===== src/design/ltip_pkg.sv =====
// ----------------------------------------------------------------------------
// Line tracker PID package
// Shared types and register indexes for the line tracking PID unit.
// ----------------------------------------------------------------------------
package ltip_pkg;

    localparam int CfgIdxW = 3;
    localparam int CfgDataW = 16;
    localparam int GainW = 16;
    localparam int BaseW = 7;
    localparam int DriveW = 8;

    localparam logic [CfgIdxW-1:0] CFG_BLACK_IS_LOW = 3'd0;
    localparam logic [CfgIdxW-1:0] CFG_PROP_GAIN = 3'd1;
    localparam logic [CfgIdxW-1:0] CFG_INTEG_GAIN = 3'd2;
    localparam logic [CfgIdxW-1:0] CFG_DERIV_GAIN = 3'd3;
    localparam logic [CfgIdxW-1:0] CFG_BASE_SPEED = 3'd4;

    typedef enum logic [2:0] {
        ST_IDLE,
        ST_MUL,
        ST_UPDATE,
        ST_OUT
    } t_state;

    typedef enum logic [1:0] {
        MS_PROP,
        MS_INTEG,
        MS_DERIV
    } t_mul_step;

endpackage


===== src/design/line_track_incremental_pid_unit.sv =====
// ----------------------------------------------------------------------------
// Line tracking incremental PID unit
// Turns four line-sensor levels into left and right drive commands through an
// incremental PID acting on a saturating turn accumulator.
// ----------------------------------------------------------------------------
// A sensor word is taken when the block is idle. Unless the line is lost with
// the last good error within one unit, the word passes three times through one
// shared gain multiplier (proportional, integral, derivative terms), then the
// UPDATE state updates the turn accumulator and the OUT state forms the drives;
// the next word is taken only once the block is back in idle. On such a
// lost-line word the block goes straight from idle to the OUT state. A result
// waiting on the master side holds the OUT state until it is taken; a new word
// is taken while an earlier result is still waiting.
module line_track_incremental_pid_unit #(
    parameter int FRAC_BITS = 8
) (
    input  logic        i_clk,
    input  logic        i_rst_n,
    input  logic        i_cfg_we,
    input  logic [2:0]  i_cfg_idx,
    input  logic [15:0] i_cfg_wdata,
    input  logic        s_axis_tvalid,
    output logic        s_axis_tready,
    // [0] sensor_left_outer, [1] sensor_left_inner, [2] sensor_right_inner,
    // [3] sensor_right_outer, [7:4] zero
    input  logic [7:0]  s_axis_tdata,
    output logic        m_axis_tvalid,
    input  logic        m_axis_tready,
    // [7:0] left_drive, [15:8] right_drive
    output logic [15:0] m_axis_tdata,
    // [0] line_lost_stop
    output logic [0:0]  m_axis_tuser
);
    import ltip_pkg::*;

    localparam int EW = FRAC_BITS + 4;
    localparam int DW = EW + 2;
    localparam int PW = DW + GainW + 1;
    localparam int AW = PW + 2;
    localparam int TW = FRAC_BITS + 8;
    localparam int SW = AW + 1;
    localparam int OneI = 1 << FRAC_BITS;
    localparam logic signed [EW-1:0] ONE = EW'(OneI);
    localparam logic signed [EW-1:0] THIRD = EW'(OneI / 3);
    localparam logic signed [SW-1:0] LIM = SW'(100 * OneI);
    localparam logic signed [TW-1:0] ROUND_T = TW'(OneI - 1);
    localparam logic signed [DriveW:0] DMAX = 9'sd100;

    t_state r_state, n_state;
    t_mul_step r_step;

    logic r_black_is_low;
    logic [GainW-1:0] r_prop_gain, r_integ_gain, r_deriv_gain;
    logic [BaseW-1:0] r_base_speed;

    logic signed [EW-1:0] r_err, r_e1, r_e2, r_lge;
    logic signed [TW-1:0] r_turn;
    logic signed [AW-1:0] r_acc;
    logic r_lost;

    logic r_m_valid;
    logic [15:0] r_m_data;
    logic r_m_user;

    logic [3:0] w_act;
    logic signed [4:0] w_sum;
    logic [2:0] w_cnt;
    logic signed [EW-1:0] w_err;
    logic w_no_line, w_stop;

    logic signed [DW-1:0] w_diff1, w_diff2, w_dsel;
    logic [GainW-1:0] w_gsel;
    logic signed [PW-1:0] w_prod;
    logic signed [AW-1:0] w_delta;
    logic signed [SW-1:0] w_tsum;
    logic signed [TW-1:0] w_tnext, w_tround;
    logic signed [DriveW-1:0] w_turn;
    logic signed [DriveW:0] w_left, w_right;
    logic [DriveW-1:0] w_left_c, w_right_c;
    logic w_accept, w_out_free;

    assign w_accept = s_axis_tvalid && s_axis_tready;
    assign w_out_free = !r_m_valid || m_axis_tready;

    // Error from the active sensors.
    always_comb begin
        w_act = s_axis_tdata[3:0] ^ {4{r_black_is_low}};
        w_sum = (w_act[0] ? -5'sd3 : 5'sd0) + (w_act[1] ? -5'sd1 : 5'sd0)
              + (w_act[2] ? 5'sd1 : 5'sd0) + (w_act[3] ? 5'sd3 : 5'sd0);
        w_cnt = 3'(w_act[0]) + 3'(w_act[1]) + 3'(w_act[2]) + 3'(w_act[3]);
        w_no_line = (w_cnt == 3'd0);
        w_err = '0;
        case (w_cnt)
            3'd1: w_err = EW'(w_sum) <<< FRAC_BITS;
            3'd2: w_err = EW'(w_sum) <<< (FRAC_BITS - 1);
            3'd3: begin
                if (w_sum == 5'sd3) begin
                    w_err = ONE;
                end else if (w_sum == -5'sd3) begin
                    w_err = -ONE;
                end else if (w_sum == 5'sd1) begin
                    w_err = THIRD;
                end else begin
                    w_err = -THIRD;
                end
            end
            3'd0: begin
                if (r_lge < -ONE) begin
                    w_err = -(ONE <<< 2);
                end else begin
                    w_err = ONE <<< 2;
                end
            end
            default: w_err = '0;
        endcase
        w_stop = w_no_line && (r_lge >= -ONE) && (r_lge <= ONE);
    end

    // Shared multiplier operands.
    always_comb begin
        w_diff1 = DW'(r_err) - DW'(r_e1);
        w_diff2 = DW'(r_err) - (DW'(r_e1) <<< 1) + DW'(r_e2);
        case (r_step)
            MS_PROP: begin
                w_gsel = r_prop_gain;
                w_dsel = w_diff1;
            end
            MS_INTEG: begin
                w_gsel = r_integ_gain;
                w_dsel = DW'(r_err);
            end
            MS_DERIV: begin
                w_gsel = r_deriv_gain;
                w_dsel = w_diff2;
            end
            default: begin
                w_gsel = '0;
                w_dsel = '0;
            end
        endcase
        w_prod = $signed({1'b0, w_gsel}) * w_dsel;
    end

    // Accumulator update and drive forming.
    always_comb begin
        w_delta = r_acc >>> 8;
        w_tsum = SW'(r_turn) + SW'(w_delta);
        if (w_tsum > LIM) begin
            w_tnext = TW'(LIM);
        end else if (w_tsum < -LIM) begin
            w_tnext = TW'(-LIM);
        end else begin
            w_tnext = TW'(w_tsum);
        end
        w_tround = (r_turn < 0) ? (r_turn + ROUND_T) : r_turn;
        w_turn = DriveW'(w_tround >>> FRAC_BITS);
        w_left = $signed({2'b00, r_base_speed}) + (DriveW + 1)'(w_turn);
        w_right = $signed({2'b00, r_base_speed}) - (DriveW + 1)'(w_turn);
        if (w_left > DMAX) begin
            w_left_c = DriveW'(DMAX);
        end else if (w_left < -DMAX) begin
            w_left_c = DriveW'(-DMAX);
        end else begin
            w_left_c = DriveW'(w_left);
        end
        if (w_right > DMAX) begin
            w_right_c = DriveW'(DMAX);
        end else if (w_right < -DMAX) begin
            w_right_c = DriveW'(-DMAX);
        end else begin
            w_right_c = DriveW'(w_right);
        end
    end

    always_ff @(posedge i_clk) begin
        if (!i_rst_n) begin
            r_state <= ST_IDLE;
        end else begin
            r_state <= n_state;
        end
    end

    always_comb begin
        n_state = r_state;
        s_axis_tready = 1'b0;
        case (r_state)
            ST_IDLE: begin
                s_axis_tready = 1'b1;
                if (s_axis_tvalid) begin
                    n_state = w_stop ? ST_OUT : ST_MUL;
                end
            end
            ST_MUL: begin
                if (r_step == MS_DERIV) begin
                    n_state = ST_UPDATE;
                end
            end
            ST_UPDATE: n_state = ST_OUT;
            ST_OUT: begin
                if (w_out_free) begin
                    n_state = ST_IDLE;
                end
            end
            default: n_state = ST_IDLE;
        endcase
    end

    always_ff @(posedge i_clk) begin
        if (!i_rst_n) begin
            r_black_is_low <= 1'b1;
            r_prop_gain <= '0;
            r_integ_gain <= '0;
            r_deriv_gain <= '0;
            r_base_speed <= '0;
            r_lge <= '0;
            r_e1 <= '0;
            r_e2 <= '0;
            r_turn <= '0;
            r_step <= MS_PROP;
            r_lost <= 1'b0;
            r_m_valid <= 1'b0;
        end else begin
            if (i_cfg_we) begin
                case (i_cfg_idx)
                    CFG_BLACK_IS_LOW: r_black_is_low <= i_cfg_wdata[0];
                    CFG_PROP_GAIN: r_prop_gain <= i_cfg_wdata;
                    CFG_INTEG_GAIN: r_integ_gain <= i_cfg_wdata;
                    CFG_DERIV_GAIN: r_deriv_gain <= i_cfg_wdata;
                    CFG_BASE_SPEED: r_base_speed <= i_cfg_wdata[BaseW-1:0];
                    default: ;
                endcase
            end
            if (r_state == ST_OUT && w_out_free) begin
                r_m_valid <= 1'b1;
            end else if (m_axis_tready) begin
                r_m_valid <= 1'b0;
            end
            case (r_state)
                ST_IDLE: begin
                    if (w_accept) begin
                        r_lost <= w_stop;
                        r_step <= MS_PROP;
                        if (!w_no_line) begin
                            r_lge <= w_err;
                        end
                    end
                end
                ST_MUL: begin
                    case (r_step)
                        MS_PROP: r_step <= MS_INTEG;
                        MS_INTEG: r_step <= MS_DERIV;
                        default: r_step <= MS_PROP;
                    endcase
                end
                ST_UPDATE: begin
                    r_e2 <= r_e1;
                    r_e1 <= r_err;
                    r_turn <= w_tnext;
                end
                default: ;
            endcase
        end
    end

    always_ff @(posedge i_clk) begin
        if (r_state == ST_IDLE && w_accept) begin
            r_err <= w_err;
            r_acc <= '0;
        end
        if (r_state == ST_MUL) begin
            r_acc <= r_acc + AW'(w_prod);
        end
        if (r_state == ST_OUT && w_out_free) begin
            r_m_user <= r_lost;
            r_m_data <= r_lost ? 16'd0 : {w_right_c, w_left_c};
        end
    end

    assign m_axis_tvalid = r_m_valid;
    assign m_axis_tdata = r_m_data;
    assign m_axis_tuser = r_m_user;

    a_turn_in_range: assert property (@(posedge i_clk) disable iff (!i_rst_n)
        (SW'(r_turn) <= LIM) && (SW'(r_turn) >= -LIM))
        else $error("Turn accumulator outside its limits.");

    a_stop_zero: assert property (@(posedge i_clk) disable iff (!i_rst_n)
        (m_axis_tvalid && m_axis_tuser[0]) |-> (m_axis_tdata == 16'd0))
        else $error("Stop word carries non-zero drives.");

    a_drive_range: assert property (@(posedge i_clk) disable iff (!i_rst_n)
        m_axis_tvalid |-> ($signed(m_axis_tdata[7:0]) <= 8'sd100
        && $signed(m_axis_tdata[7:0]) >= -8'sd100
        && $signed(m_axis_tdata[15:8]) <= 8'sd100
        && $signed(m_axis_tdata[15:8]) >= -8'sd100))
        else $error("Drive command outside its range.");

    a_busy_after_accept: assert property (@(posedge i_clk) disable iff (!i_rst_n)
        (s_axis_tvalid && s_axis_tready) |=> !s_axis_tready)
        else $error("Second word taken while busy.");

    a_state_unchanged_on_stop: assert property (@(posedge i_clk)
        disable iff (!i_rst_n)
        (r_state == ST_OUT && r_lost) |-> ($stable(r_turn) && $stable(r_e1)))
        else $error("State changed on a lost-line word.");

endmodule

===== config.mk =====
export PLATFORM = sky130hd
export DESIGN_NAME = line_track_incremental_pid_unit
export DESIGN_NICKNAME = d
export VERILOG_FILES = /design/src/design/ltip_pkg.sv /design/src/design/line_track_incremental_pid_unit.sv
export SDC_FILE = /design/constraint.sdc
export NUM_CORES = 1
export LEC_CHECK = 0
export ABC_AREA = 1
export BUFFER_PORTS_ARGS = -buffer_cell sky130_fd_sc_hd__buf_4
export CAP_MARGIN = 40
export CORE_ASPECT_RATIO = 0.7
export CORE_MARGIN = 3
export CORE_UTILIZATION = 60
export CTS_BUF_LIST = sky130_fd_sc_hd__clkbuf_16
export CTS_CLUSTER_DIAMETER = 150
export CTS_CLUSTER_SIZE = 10
export DETAILED_ROUTE_END_ITERATION = 10
export GPL_TIMING_DRIVEN = 0
export PLACE_DENSITY_LB_ADDON = 0.05
export SLEW_MARGIN = 5
export SYNTH_ARGS = -nofsm -noshare
export SYNTH_HDL_FRONTEND = slang
export SYNTH_SLANG_ARGS = --single-unit

===== constraint.sdc =====
create_clock -name i_clk -period 9.07 [get_ports i_clk]
set_clock_uncertainty 0.2 [all_clocks]
set_input_delay 1.814 -clock i_clk [delete_from_list [all_inputs] [get_ports i_clk]]
set_output_delay 1.814 -clock i_clk [all_outputs]
set_load 0.005 [all_outputs]

==> impl_metrics.py <==
metrics = {
    "outcome": {
        "status": "finished, final reports clean",
    },
    "worst_setup_path": {
        "slowest_stage": "fa_1",
        "r2r-start": "r_err[6]",
        "worst_ep_required_time_ns": 9.19,
        "slowest_delay_ns": 0.56,
        "setup.worst_path.class": "flip-flop to flip-flop",
        "crit_path_start": "r_err[6]",
        "crit_path_end_kind": "flip-flop",
        "r2r-end": "r_acc[29]",
        "path_max_fanout": 10,
        "critPathCapture": "r_acc[29]",
        "cp-start-kind": "flip-flop",
        "r2r_cells": 33,
        "reg2reg_slack_ns": 0.22,
        "crit_arrival_ns": 8.97,
    },
    "clock_network": {
        "ctsRootBufferMaster": "clkbuf_16",
        "clock_latency_ns": 0.46,
        "cts_hold_buf": 0,
        "h-tree-depth": 4,
        "clk_path_buf_depth": 2,
        "cts_tree": "yes",
        "cts.clk_slew.worst_paths_ns": 0.08,
        "cts_sinks": 160,
        "cts_buffers": 17,
    },
    "placement": {
        "portBuffers": 46,
        "pre_cts_ws_ns": -0.287,
        "hpwl_mm": 46.6,
        "gp_congestion": 0.950,
    },
    "sta": {
        "setup_viol": 0,
        "fmax_mhz": 113,
        "rsz0062_at_grt": "yes",
        "finalSetupTns_ns": 0,
        "drv_slew": 0,
        "fin_crit_sh": 0.976,
        "period_minus_slack_ns": 8.85,
        "hold_viol": 0,
        "tightest_slew_ns": 0.990,
        "setup_slack_ns": 0.217,
        "slew_headroom": 0.340,
    },
    "job": {
        "maxCapViolations": 0,
    },
    "final_layout": {
        "diodes": 0,
        "fin_nets": 3144,
        "layout_common_cells": "inv_1 (614), nand2_1 (598), a21oi_1 (212), fa_1 (212), ha_1 (178)",
        "final_common_cell": "inv_1",
        "area_growth_pct": 9.00,
        "drive_above_1_share": 0.0640,
        "utilization": 0.670,
        "fillers": 2811,
    },
    "synthesis": {
        "async_reset_ff_frac": 0,
        "synth_edf_count": 58,
        "synthCells": 2642,
        "ys_warn_count": 0,
        "synth_seq_area_share": 0.196,
        "synth.distinct_cells": 55,
        "syn_nets": 3066,
        "synth_seq_cells": 160,
        "synth_area_mm2": 0.0194,
        "synth.avg_cell_area_um2": 7.33,
        "synth_top_flop_cell": "dfxtp_1",
    },
    "drt": {
        "viasPerCell": 5.57,
        "wl_per_cell_um": 17.9,
        "drt.antenna.violating_nets": 0,
        "route.detailed.drc": 0,
        "dr.pass1.iters": 7,
        "drtIter0Drc": 1572,
        "wl_mm": 56.6,
        "route.vias.total": 17600,
    },
    "global_route": {
        "grt_pass1_vias": 16700,
        "grt_util_all_layers": 0.339,
        "antenna_found_initial": 0,
        "grt_max_degree": 28,
        "grt_pass1_wl_mm": 90.0,
        "overflow": 0,
    },
    "floorplan": {
        "fp.dieH_um": 156,
        "coreArea_mm2": 0.0315,
        "die_area_mm2": 0.0345,
        "rows": 54,
        "ioPinCount": 51,
        "dieWidth_um": 221,
        "start_util": 0.615,
    },
    "worst_hold_path": {
        "min_path_type": "flip-flop to flip-flop",
    },
}
[through the flow]
step	area, µm²	hold WS [ns]	cells
3_5_place_dp	20300	0.237	3115
3_3_place_gp	20200	0.232	3108
5_1_grt	21100	0.269	3153
2_1_floorplan	19400	0.224	2642
4_1_cts	20900	0.247	3147
6_report	21100	0.246	3153
[worst max-delay path, delay by kind of cell, from the launching register on]
family | cells | cell delay [ns]
adder cells (fa/ha/maj) | 9 | 4.27
AO/OA/AOI/OAI | 10 | 2.06
buffers and inverters | 9 | 0.95
AND/OR/NAND/NOR | 5 | 0.82
flip-flops | 1 | 0.40
[final cells by class]
cell class / instances / area (µm²) / share of cell area
Clock inverter: 15 / 129 / 0.00611
Inverter: 619 / 2320 / 0.110
Multi-Input combinational cell: 1794 / 13100 / 0.620
Sequential cell: 160 / 3780 / 0.179
Clock buffer: 17 / 425 / 0.0202
Timing Repair Buffer: 60 / 464 / 0.0220
Buffer: 68 / 360 / 0.0171
Tap cell: 420 / 526 / 0.0249
[flip-flops by register name, summed over array words and instances, names as in the netlist]
name            count
r_acc              33
m_axis_tdata       16
r_deriv_gain       16
r_integ_gain       16
r_prop_gain        16
r_turn             16
r_e1                8
r_e2                8
r_err               8
r_lge               8
r_base_speed        7
r_state             2
r_step              2
m_axis_tuser        1
m_axis_tvalid       1
r_black_is_low      1
r_lost              1
[worst min path at each step]
stage / start / endpoint / cells past startpoint
floorplan: r_deriv_gain[11] / r_deriv_gain[11] / 2
global placement: r_deriv_gain[3] / r_deriv_gain[3] / 2
detailed placement: r_deriv_gain[3] / r_deriv_gain[3] / 2
CTS: r_deriv_gain[11] / r_deriv_gain[11] / 2
global route: r_deriv_gain[8] / r_deriv_gain[8] / 2
finish: r_deriv_gain[3] / r_deriv_gain[3] / 2
[cells by family (layout without fill, tap and decap cells)]
group | Yosys count | count (layout) | synth area share
and+or+nand+nor | 933 | 933 | 0.196
buffers and inverters | 688 | 779 | 0.137
AOI/OAI and AO/OA | 442 | 442 | 0.123
adders and majority gates | 392 | 392 | 0.336
DFF | 160 | 160 | 0.196
xor gates and xnor gates | 27 | 27 | 0.0122
[synth_stat cells, types with 3 or more instances]
master | count | area share
inv_1 | 614 | 0.12
nand2_1 | 602 | 0.12
a21oi_1 | 218 | 0.056
fa_1 | 212 | 0.22
ha_1 | 180 | 0.12
nor2_1 | 177 | 0.034
o21ai_0 | 153 | 0.040
dfxtp_1 | 102 | 0.11
nand3_1 | 77 | 0.020
edfxtp_1 | 58 | 0.090
clkbuf_1 | 49 | 0.0095
nand4_1 | 20 | 0.0065
xor2_1 | 16 | 0.0072
nor3_1 | 15 | 0.0039
nand2_2 | 12 | 0.0039
xnor2_1 | 11 | 0.0050
o21ai_1 | 9 | 0.0023
buf_2 | 8 | 0.0021
nor2_2 | 8 | 0.0026
o221ai_1 | 8 | 0.0036
a21o_1 | 7 | 0.0027
a31oi_1 | 6 | 0.0019
nand3b_1 | 6 | 0.0023
o21a_1 | 6 | 0.0023
o21bai_1 | 6 | 0.0023
o22ai_1 | 6 | 0.0019
nor4_1 | 5 | 0.0016
or2_2 | 5 | 0.0016
buf_6 | 4 | 0.0023
clkinv_1 | 4 | 0.00078
o211ai_1 | 4 | 0.0016
a21boi_0 | 3 | 0.0012
buf_4 | 3 | 0.0012
[what timing repair did]
item / in CTS / in global routing
pin swaps: 0 / 6
gates resized for setup: 6 / 54
setup endpoints to repair: 5 / 18
gates cloned: 0 / 0
buffers inserted: 0 / 7
[routing by layer]
metal / up-vias / global-route usage / part of all wire
met5: - / 0 / 0
met1: 8376 / 0.505 / 0.45
met4: 0 / 0.0935 / 0.023
met3: 80 / 0.0840 / 0.11
li1: 8343 / - / -
met2: 763 / 0.492 / 0.42
Power is not shown: default switching activity piles up to over one toggle a cycle in this logic, so the estimate is an artifact.
